## src/dual_channel_gated_moving_average_unit_assert.svh

```systemverilog
// Assertion helpers for the gated moving average unit.
// Both macros sample on the rising edge of clk_i and stay quiet while rst_ni is low.
`ifndef DUAL_CHANNEL_GATED_MOVING_AVERAGE_UNIT_ASSERT_SVH
`define DUAL_CHANNEL_GATED_MOVING_AVERAGE_UNIT_ASSERT_SVH

// Same-cycle implication.
`define DCGMA_ASSERT_IMPL(lbl, ante, cons, msg) \
  lbl: assert property (@(posedge clk_i) disable iff (!rst_ni) (ante) |-> (cons)) \
    else $error(msg);

// Next-cycle implication.
`define DCGMA_ASSERT_NEXT(lbl, ante, cons, msg) \
  lbl: assert property (@(posedge clk_i) disable iff (!rst_ni) (ante) |=> (cons)) \
    else $error(msg);

`endif

```

## src/dcgma_pkg.sv

```systemverilog
package dcgma_pkg;

  // Window length of both channels.
  localparam int unsigned WINDOW = 8;

  localparam int unsigned DATA_W = 8;
  // Fill count, able to hold WINDOW itself.
  localparam int unsigned CNT_W  = $clog2(WINDOW + 1);
  // Window sums: WINDOW * 255 always stays below 2**SUM_W.
  localparam int unsigned SUM_W  = DATA_W + CNT_W;
  localparam int unsigned IDX_W  = (WINDOW > 1) ? $clog2(WINDOW) : 1;
  // Divider step counter, one quotient bit per cycle.
  localparam int unsigned STEP_W = $clog2(DATA_W + 1);

  // Configuration register indexes.
  localparam int unsigned CFG_IDX_W = 1;
  localparam logic [CFG_IDX_W-1:0] CFG_MIN_GEAR_LEVEL = 1'b0;
  localparam logic [CFG_IDX_W-1:0] CFG_MAX_TRANSIENT  = 1'b1;

  localparam logic [DATA_W-1:0] MIN_GEAR_LEVEL_RST = 8'd20;
  localparam logic [DATA_W-1:0] MAX_TRANSIENT_RST  = 8'd10;

  typedef logic [DATA_W-1:0] sample_t;
  typedef logic [SUM_W-1:0]  sum_t;

  // Per-word status carried from acceptance to delivery.
  typedef struct packed {
    logic was_batt;
    logic discarded;
    logic restarted;
    logic switched;
    logic next_batt;
  } item_flags_t;

endpackage

```

## src/dual_channel_gated_moving_average_unit.sv

```systemverilog
// Dual-channel gated moving average. Each accepted word is one 8-bit converter
// sample. Samples come in sets of WINDOW (package constant, 8), alternating
// between the gear channel and the battery channel, gear first after reset.
// Battery samples land in the battery window by their position in the set and
// the battery average is the window sum over WINDOW. Gear samples at or below
// min_gear_level (register 0, reset 20) are dropped; a kept gear sample that
// differs from the current gear average by more than max_transient (register 1,
// reset 10) first clears the gear ring, then enters it; the gear average is the
// ring sum over the fill count, truncated. Every accepted word yields exactly
// one result word holding both averages and the status flags. The window and
// sum update in the accept cycle, then a bit-serial restoring divider produces
// one quotient bit per cycle, then the result loads the output register once
// that register is free; a dropped gear sample skips the divider. A new word
// is taken only once the previous one has reached the output register.
module dual_channel_gated_moving_average_unit
  import dcgma_pkg::*;
(
  input  logic                 clk_i,
  input  logic                 rst_ni,
  // configuration write port
  input  logic                 cfg_we_i,
  input  logic [CFG_IDX_W-1:0] cfg_index_i,
  input  logic [DATA_W-1:0]    cfg_wdata_i,
  // sample channel
  input  logic                 in_valid_i,
  output logic                 in_stall_o,
  input  logic [DATA_W-1:0]    adc_value_i,
  // result channel
  output logic                 out_valid_o,
  input  logic                 out_stall_i,
  output logic [DATA_W-1:0]    gear_average_o,
  output logic [DATA_W-1:0]    battery_average_o,
  output logic                 was_battery_sample_o,
  output logic                 gear_sample_discarded_o,
  output logic                 window_restarted_o,
  output logic                 channel_switched_o,
  output logic                 next_on_battery_o
);

  // Sequencer: wait for a word, or run the divider and hand off the result.
  localparam logic ST_IDLE = 1'b0;
  localparam logic ST_DIV  = 1'b1;

  logic state_q, state_d;

  // configuration
  sample_t min_gear_q, max_trans_q;

  // channel bookkeeping
  logic [IDX_W-1:0] set_pos_q;
  logic             on_batt_q;

  // gear ring
  sample_t          gear_win_q [WINDOW];
  sum_t             gear_sum_q, gear_sum_d;
  logic [IDX_W-1:0] gear_slot_q, gear_slot_d;
  logic [CNT_W-1:0] gear_fill_q, gear_fill_d;
  sample_t          gear_avg_q;

  // battery window
  sample_t battery_win_q [WINDOW];
  sum_t    battery_sum_d, battery_sum_q;
  sample_t battery_avg_q;

  // divider: rem_q holds the partial remainder, shift_q shifts the low dividend
  // bits out at the top and the quotient bits in at the bottom
  logic [CNT_W-1:0]  divisor_q, rem_q;
  sample_t           shift_q;
  logic [STEP_W-1:0] step_q;
  logic              div_gear_q, div_batt_q;
  logic [CNT_W:0]    trial;
  logic              trial_ge;
  item_flags_t       flags_q, flags_d;

  // output register
  logic        out_valid_q;
  sample_t     out_gear_q, out_batt_q;
  item_flags_t out_flags_q;

  logic in_acc, out_acc, deliver, last_in_set;
  logic keep_gear, transient;
  sample_t diff;
  sample_t gear_old;
  logic [IDX_W-1:0] gear_base_slot;
  logic [CNT_W-1:0] gear_base_fill;
  sum_t gear_base_sum, div_dividend;

  assign in_stall_o  = (state_q != ST_IDLE);
  assign in_acc      = in_valid_i && !in_stall_o;
  assign out_acc     = out_valid_q && !out_stall_i;
  // hand off once the quotient is complete and the output register is free
  assign deliver     = (state_q == ST_DIV) && (step_q == '0) && (!out_valid_q || !out_stall_i);
  assign last_in_set = (set_pos_q == IDX_W'(WINDOW - 1));

  // Transient check against the average left by the previous kept gear sample.
  always_comb begin
    diff      = (gear_avg_q > adc_value_i) ? (gear_avg_q - adc_value_i)
                                           : (adc_value_i - gear_avg_q);
    keep_gear = !on_batt_q && (adc_value_i > min_gear_q);
    transient = keep_gear && (diff > max_trans_q);
  end

  // Gear ring and battery sum update, divider dividend and flags; a transient starts from an empty ring.
  always_comb begin
    if (transient) begin
      gear_base_sum  = '0;
      gear_base_slot = '0;
      gear_base_fill = '0;
      gear_old       = '0;
    end else begin
      gear_base_sum  = gear_sum_q;
      gear_base_slot = gear_slot_q;
      gear_base_fill = gear_fill_q;
      gear_old       = gear_win_q[gear_slot_q];
    end
    gear_sum_d  = gear_base_sum - {{CNT_W{1'b0}}, gear_old} + {{CNT_W{1'b0}}, adc_value_i};
    gear_slot_d = (gear_base_slot == IDX_W'(WINDOW - 1)) ? '0 : gear_base_slot + 1'b1;
    gear_fill_d = (gear_base_fill == CNT_W'(WINDOW)) ? gear_base_fill
                                                     : gear_base_fill + 1'b1;
    battery_sum_d = battery_sum_q - {{CNT_W{1'b0}}, battery_win_q[set_pos_q]}
                  + {{CNT_W{1'b0}}, adc_value_i};
    div_dividend  = on_batt_q ? battery_sum_d : gear_sum_d;

    flags_d.was_batt  = on_batt_q;
    flags_d.discarded = !on_batt_q && !keep_gear;
    flags_d.restarted = transient;
    flags_d.switched  = last_in_set;
    flags_d.next_batt = on_batt_q ^ last_in_set;
  end

  // One restoring divide step: shift in the next dividend bit, try to subtract.
  always_comb begin
    trial    = {rem_q, shift_q[DATA_W-1]};
    trial_ge = (trial >= {1'b0, divisor_q});
  end

  always_comb begin
    state_d = state_q;
    case (state_q)
      ST_IDLE: begin
        if (in_acc) state_d = ST_DIV;
      end
      ST_DIV: begin
        if (deliver) state_d = ST_IDLE;
      end
      default: state_d = ST_IDLE;
    endcase
  end

  always_ff @(posedge clk_i or negedge rst_ni) begin
    if (!rst_ni) begin
      state_q <= ST_IDLE;
    end else begin
      state_q <= state_d;
    end
  end

  // configuration writes
  always_ff @(posedge clk_i or negedge rst_ni) begin
    if (!rst_ni) begin
      min_gear_q  <= MIN_GEAR_LEVEL_RST;
      max_trans_q <= MAX_TRANSIENT_RST;
    end else if (cfg_we_i) begin
      case (cfg_index_i)
        CFG_MIN_GEAR_LEVEL: min_gear_q  <= cfg_wdata_i;
        CFG_MAX_TRANSIENT:  max_trans_q <= cfg_wdata_i;
        default: ;
      endcase
    end
  end

  // Window state advances in the accept cycle.
  always_ff @(posedge clk_i or negedge rst_ni) begin
    if (!rst_ni) begin
      set_pos_q     <= '0;
      on_batt_q     <= 1'b0;
      gear_sum_q    <= '0;
      gear_slot_q   <= '0;
      gear_fill_q   <= '0;
      battery_sum_q <= '0;
      for (int i = 0; i < WINDOW; i++) begin
        gear_win_q[i]    <= '0;
        battery_win_q[i] <= '0;
      end
    end else if (in_acc) begin
      set_pos_q <= last_in_set ? '0 : set_pos_q + 1'b1;
      on_batt_q <= on_batt_q ^ last_in_set;
      if (on_batt_q) begin
        battery_win_q[set_pos_q] <= adc_value_i;
        battery_sum_q            <= battery_sum_d;
      end else if (keep_gear) begin
        // drop the old ring contents on a transient; the word lands in slot zero
        if (transient) begin
          for (int i = 0; i < WINDOW; i++) begin
            gear_win_q[i] <= (i == 0) ? adc_value_i : '0;
          end
        end else begin
          gear_win_q[gear_slot_q] <= adc_value_i;
        end
        gear_sum_q  <= gear_sum_d;
        gear_slot_q <= gear_slot_d;
        gear_fill_q <= gear_fill_d;
      end
    end
  end

  // Divider: loaded at accept, one quotient bit per cycle after that.
  always_ff @(posedge clk_i or negedge rst_ni) begin
    if (!rst_ni) begin
      step_q     <= '0;
      div_gear_q <= 1'b0;
      div_batt_q <= 1'b0;
    end else if (in_acc) begin
      step_q     <= (on_batt_q || keep_gear) ? STEP_W'(DATA_W) : '0;
      div_gear_q <= keep_gear;
      div_batt_q <= on_batt_q;
    end else if (step_q != '0) begin
      step_q <= step_q - 1'b1;
    end
  end

  always_ff @(posedge clk_i) begin
    if (in_acc) begin
      divisor_q <= on_batt_q ? CNT_W'(WINDOW) : gear_fill_d;
      // the quotient fits in 8 bits, so the top bits are already below the divisor
      rem_q     <= div_dividend[SUM_W-1:DATA_W];
      shift_q   <= div_dividend[DATA_W-1:0];
      flags_q   <= flags_d;
    end else if (step_q != '0) begin
      rem_q   <= trial_ge ? CNT_W'(trial - {1'b0, divisor_q}) : CNT_W'(trial);
      shift_q <= {shift_q[DATA_W-2:0], trial_ge};
    end
  end

  // Held averages; the gear one also feeds the next transient check.
  always_ff @(posedge clk_i or negedge rst_ni) begin
    if (!rst_ni) begin
      gear_avg_q    <= '0;
      battery_avg_q <= '0;
    end else if (deliver) begin
      if (div_gear_q) gear_avg_q <= shift_q;
      if (div_batt_q) battery_avg_q <= shift_q;
    end
  end

  // Output register: keeps the result while the next word is taken in.
  always_ff @(posedge clk_i or negedge rst_ni) begin
    if (!rst_ni) begin
      out_valid_q <= 1'b0;
    end else if (deliver) begin
      out_valid_q <= 1'b1;
    end else if (out_acc) begin
      out_valid_q <= 1'b0;
    end
  end

  always_ff @(posedge clk_i) begin
    if (deliver) begin
      out_gear_q  <= div_gear_q ? shift_q : gear_avg_q;
      out_batt_q  <= div_batt_q ? shift_q : battery_avg_q;
      out_flags_q <= flags_q;
    end
  end

  assign out_valid_o             = out_valid_q;
  assign gear_average_o          = out_gear_q;
  assign battery_average_o       = out_batt_q;
  assign was_battery_sample_o    = out_flags_q.was_batt;
  assign gear_sample_discarded_o = out_flags_q.discarded;
  assign window_restarted_o      = out_flags_q.restarted;
  assign channel_switched_o      = out_flags_q.switched;
  assign next_on_battery_o       = out_flags_q.next_batt;

`include "dual_channel_gated_moving_average_unit_assert.svh"

  // An accepted word always starts the divide sequence.
  `DCGMA_ASSERT_NEXT(a_accept_starts_div, in_acc, state_q == ST_DIV, "accept did not start divide")
  // The fill count saturates at the window length.
  `DCGMA_ASSERT_IMPL(a_fill_bounded, 1'b1, gear_fill_q <= CNT_W'(WINDOW), "gear fill overflow")
  // A new result only appears after the divide sequence.
  `DCGMA_ASSERT_IMPL(a_result_after_div, $rose(out_valid_o), $past(state_q) == ST_DIV, "result out of sequence")
  // A restart only happens on a kept gear sample.
  `DCGMA_ASSERT_IMPL(a_restart_is_gear, out_valid_o && window_restarted_o, !was_battery_sample_o && !gear_sample_discarded_o, "restart flag on a non-gear word")

endmodule

```

## config.mk

```make
export PLATFORM = sky130hd
export DESIGN_NAME = dual_channel_gated_moving_average_unit
export DESIGN_NICKNAME = d
export VERILOG_FILES = /design/src/dcgma_pkg.sv /design/src/dual_channel_gated_moving_average_unit.sv
export VERILOG_INCLUDE_DIRS = /design/src /design/src/src
export SDC_FILE = /design/constraint.sdc
export NUM_CORES = 1
export LEC_CHECK = 0
export ABC_AREA = 1
export BUFFER_PORTS_ARGS = -buffer_cell sky130_fd_sc_hd__buf_2
export CORE_MARGIN = 2
export CORE_UTILIZATION = 60
export CTS_BUF_LIST = sky130_fd_sc_hd__clkbuf_8 sky130_fd_sc_hd__clkbuf_16
export CTS_CLUSTER_SIZE = 24
export DETAILED_ROUTE_END_ITERATION = 12
export PLACE_DENSITY_LB_ADDON = 0.12
export REMOVE_ABC_BUFFERS = 1
export SYNTH_ARGS = -nofsm -noshare
export SYNTH_HDL_FRONTEND = slang
export SYNTH_SLANG_ARGS = --single-unit
```

## constraint.sdc

```tcl
create_clock -name clk_i -period 7.3 [get_ports clk_i]
set_clock_uncertainty 0.1 [all_clocks]
set_input_delay 0.365 -clock clk_i [delete_from_list [all_inputs] [get_ports clk_i]]
set_output_delay 0.365 -clock clk_i [all_outputs]
set_load 0.005 [all_outputs]
```

==> summary by stage <==
Final layout
The count of inserted antenna diode cells is 0. The filler-free cell count of the finished design is 1911. Summing all flip-flop and latch instances after layout gives 6350 µm². The layout-stage area growth over the synthesis result is 11.1%. The number of nets in the layout is 1717. Summing all multi-input logic gate instances after layout gives 5950 µm². The layout cell share with drive strength beyond 1 is 0.0914. Fill cells in the final layout number 1806.

Detailed routing
The first routing iteration left 769 violations. The post-detailed-route count of antenna-violating nets is 0. The total wire length is 34100 µm. After detailed routing, the average wire length per cell comes to 17.8 µm.

The total via count after detailed routing is 10700. The first-pass detailed-route iteration total is 5. In the routed design, unresolved DRC markers number 0. The detail-routed via count per cell is 5.58.

Critical path
The number of cells on the worst reg-to-reg path is 34. The arrival time of data at the critical path endpoint is 6.40 ns. The largest single stage delay on the critical path is 0.63 ns.

The worst setup path is launched from a primary input. On the critical path the largest part of the delay comes from simple AND/OR/NAND/NOR gates. In this design, the critical path's most frequently occurring cell is nand2_1. The terminus of the critical flop-to-flop path is rem_q[1]. The reg-to-reg startpoint is gear_avg_q[0].

The data required time of the critical path is 7.47 ns. The worst setup path is captured at a register. The critical path is of the primary input to register type. The critical path contains buffers and inverters numbering 5 combined.

Across all register-to-register paths, the minimum setup slack is 1.17 ns. For this design, the slowest cell found on the critical path is nor2_4. The biggest fanout along the worst timing path is 21.

Placement
The number of placed instances, taps included, is 1853. The congestion estimate from routability-driven global placement came to 0.898. In this run the tool buffered the top-level ports with 44 buffer cells. Detailed placement ended at an HPWL of 23600 µm.

Synth
The register bit count reported by yosys is 245. In this run, synthesis inferred 42 flip-flops with an integrated enable. The count of yosys warnings during synthesis is 0. By count the netlist is led by nand2_1, dfrtp_1, inv_1. By area the synthesized netlist is led by dfrtp_1, nand2_1, edfxtp_1.

The mean instance size in the synthesized netlist is 8.50 µm². Synthesis instantiated 52 different standard cells from the library. The top-area cell type share of the netlist area is 0.375. The largest area contributor in the netlist is dfrtp_1. After synthesis, the share of flip-flops with an asynchronous set or reset is 0.829. In the post-synthesis netlist, the cell with the most instances is nand2_1. The post-synthesis instance total is 1563.

The cell area after synthesis is 13300 µm². The most used flip-flop cell after synthesis is dfrtp_1. The share of the Yosys chip area taken by registers is 0.478.

Status
The run finished with clean final reports.

STA
The timing-limited maximum frequency is 0.160 GHz. The final period demand of the worst path is 6.23 ns. The pin slew with the least headroom to its limit is 0.928 ns.

Setup repair after global routing left no endpoint under its margin. The final hold violation count is 0. In this run the tightest slew margin relative to its limit is 0.381. The final setup violation count is 0. The max-slew violation count came to 0.

Adding up every negative setup slack in the final design gives 0 ns. The final worst-path cycle share is 0.854.

Clocking
The clock root buffer is clkbuf_16. The later pin in the worst-skew pair is clocked with a latency of 0.54 ns. The number of buffers inserted for hold repair after clock tree synthesis is 10.

In this run the deepest clock path goes through 3 buffers. The clock drives 245 sinks. The clock tree from TritonCTS is yes. In this run the post-CTS setup repair buffer count came out at 0. The number of levels in the clock H-tree is 1. The TritonCTS buffer count is 26.

The total of cells resized after clock tree synthesis is 0. The clock transition at the register clock pins on the worst setup and hold paths after CTS is 0.06 ns.

Pwr
The net switching power is 3670 µW. The internal power of the cells totals 4380 µW. The leakage power figure is 0.00744 µW. Of the total power, the share spent switching nets is 0.456. The highest ir drop seen on vdd is 0.286 mV. The part of the total power dissipated in the clock network is 0.179. The sequential group share of total power is 0.274. The share of total power in combinational logic is 0.547. The power per unit of standard cell area is 545 nW/µm².

Floorplanning
The die covers 23300 µm². The placement row count is 54. For this design the top-level I/O count stands at 45. The die boundary width is 153 µm. In this run the vertical extent of the chip is 153 µm. The core area is 21800 µm². The initial utilization of the core area, before any placement, comes to 0.610.

GRT
The via count of the first global-routing pass was 10500. The initial antenna violation count is 1. Entering global routing, the biggest net connects 71 pins. The total overflow reported by the global router is 0. The first-pass GRT wire length is 55300 µm. Across every metal layer, demand over resource in global routing totals 0.296.

Run
The tool flagged a number of max-cap violations equal to 0.

Worst hold path
The worst hold path endpoint is max_trans_q[6]. The worst hold path belongs to the class primary input to register. The critical hold path startpoint is cfg_wdata_i[6]. The cell depth of the worst hold path is 3.
[registers in the layout, summed over array words and instances, names as in the netlist, 5 cells and up]
signal	cells
battery_win_q	64
gear_win_q	64
battery_sum_q	12
gear_sum_q	12
battery_average_o	8
battery_avg_q	8
gear_average_o	8
gear_avg_q	8
max_trans_q	8
min_gear_q	8
shift_q	8
flags_q	5
[metal layers]
metal  GRT usage  routed length [µm]
met3      0.0464                2330
met5           0                   0
met1       0.415               15100
met2       0.483               15700
met4      0.0886                 912
[cells in the final DEF (no fill, tap or decap), types with 7 or more instances in the layout]
| cell type | instances |
|---|---|
| clkbuf_16 | 26 |
| nand2_1 | 493 |
| fa_1 | 19 |
| nand2_2 | 7 |
| buf_4 | 11 |
| o221ai_1 | 8 |
| dlygate4sd3_1 | 10 |
| nor2_1 | 74 |
| a221oi_1 | 11 |
| o21ai_1 | 8 |
| o21ai_0 | 141 |
| a21oi_1 | 52 |
| inv_1 | 195 |
| dfrtp_1 | 199 |
| nor4_1 | 7 |
| xnor2_1 | 11 |
| o211ai_1 | 11 |
| edfxtp_1 | 42 |
| xor2_1 | 23 |
| nand4_1 | 10 |
| or2_2 | 8 |
| o22ai_1 | 24 |
| ha_1 | 65 |
| nand3_1 | 43 |
| nor3_4 | 7 |
| buf_2 | 43 |
[metrics by stage]
stage / area (µm²) / total power, µW / worst slack, ns / hold slack, ns / util
after CTS: 14800 / 8010 / 1.16 / 0.00216 / 0.678
after detailed placement: 13700 / 6520 / 0.633 / 0.307 / 0.631
final: 14800 / 8040 / 1.07 / 0.0175 / 0.678
after global placement: 13700 / 6470 / 0.839 / 0.303 / 0.631
after floorplan: 13100 / 5400 / 2.01 / -0.0306 / -
after global routing: 14800 / 8800 / 0.431 / 0.0341 / 0.678
[worst max-delay path by stage]
stage / slack [ns] / start / depth (start not counted) / end
6_report: 1.07 / adc_value_i[2] / 32 / rem_q[1]
5_1_grt: 0.43 / adc_value_i[2] / 34 / rem_q[1]
4_1_cts: 1.16 / adc_value_i[2] / 32 / rem_q[1]
3_5_place_dp: 0.63 / adc_value_i[2] / 32 / rem_q[1]
3_3_place_gp: 0.84 / adc_value_i[2] / 32 / rem_q[1]
2_1_floorplan: 2.01 / adc_value_i[3] / 31 / rem_q[1]
[cells by family (layout without fill, tap and decap cells)]
| group | Yosys count | after routing | share of synthesized area |
|---|---|---|---|
| AOI/OAI and AO/OA | 279 | 279 | 0.121 |
| xor gates and xnor gates | 34 | 34 | 0.0224 |
| adders and majority gates | 84 | 84 | 0.0899 |
| buffers and inverters | 248 | 316 | 0.0740 |
| DFF | 245 | 245 | 0.478 |
| and+or+nand+nor | 673 | 673 | 0.215 |
[power groups by stage]
stage / clock, µW / combinational (µW) / sequential [µW]
detailed placement: 0 / 4310 / 2210
finish: 1440 / 4400 / 2200
floorplan: 0 / 3270 / 2120
global placement: 0 / 4270 / 2200
global route: 1510 / 5050 / 2250
CTS: 1450 / 4360 / 2200
[layout make-up]
class,instances,share of cell area
clock inverter,17,0.0146
sequential,245,0.430
tap,280,0.0237
timing repair buffer,65,0.0279
inverter,203,0.0518
multi-input combinational,1070,0.403
clock buffer,31,0.0487
[worst register-to-register path: cells and delay by family, from the launching register on]
| family | cells | cell delay (ns) |
|---|---|---|
| and+or+nand+nor | 19 | 2.22 |
| adders and majority gates | 5 | 1.78 |
| AOI/OAI and AO/OA | 4 | 0.73 |
| buffers and inverters | 5 | 0.48 |
| DFF | 1 | 0.38 |
| xor gates and xnor gates | 1 | 0.16 |
Note: power is estimated with default switching activity, not from simulation.
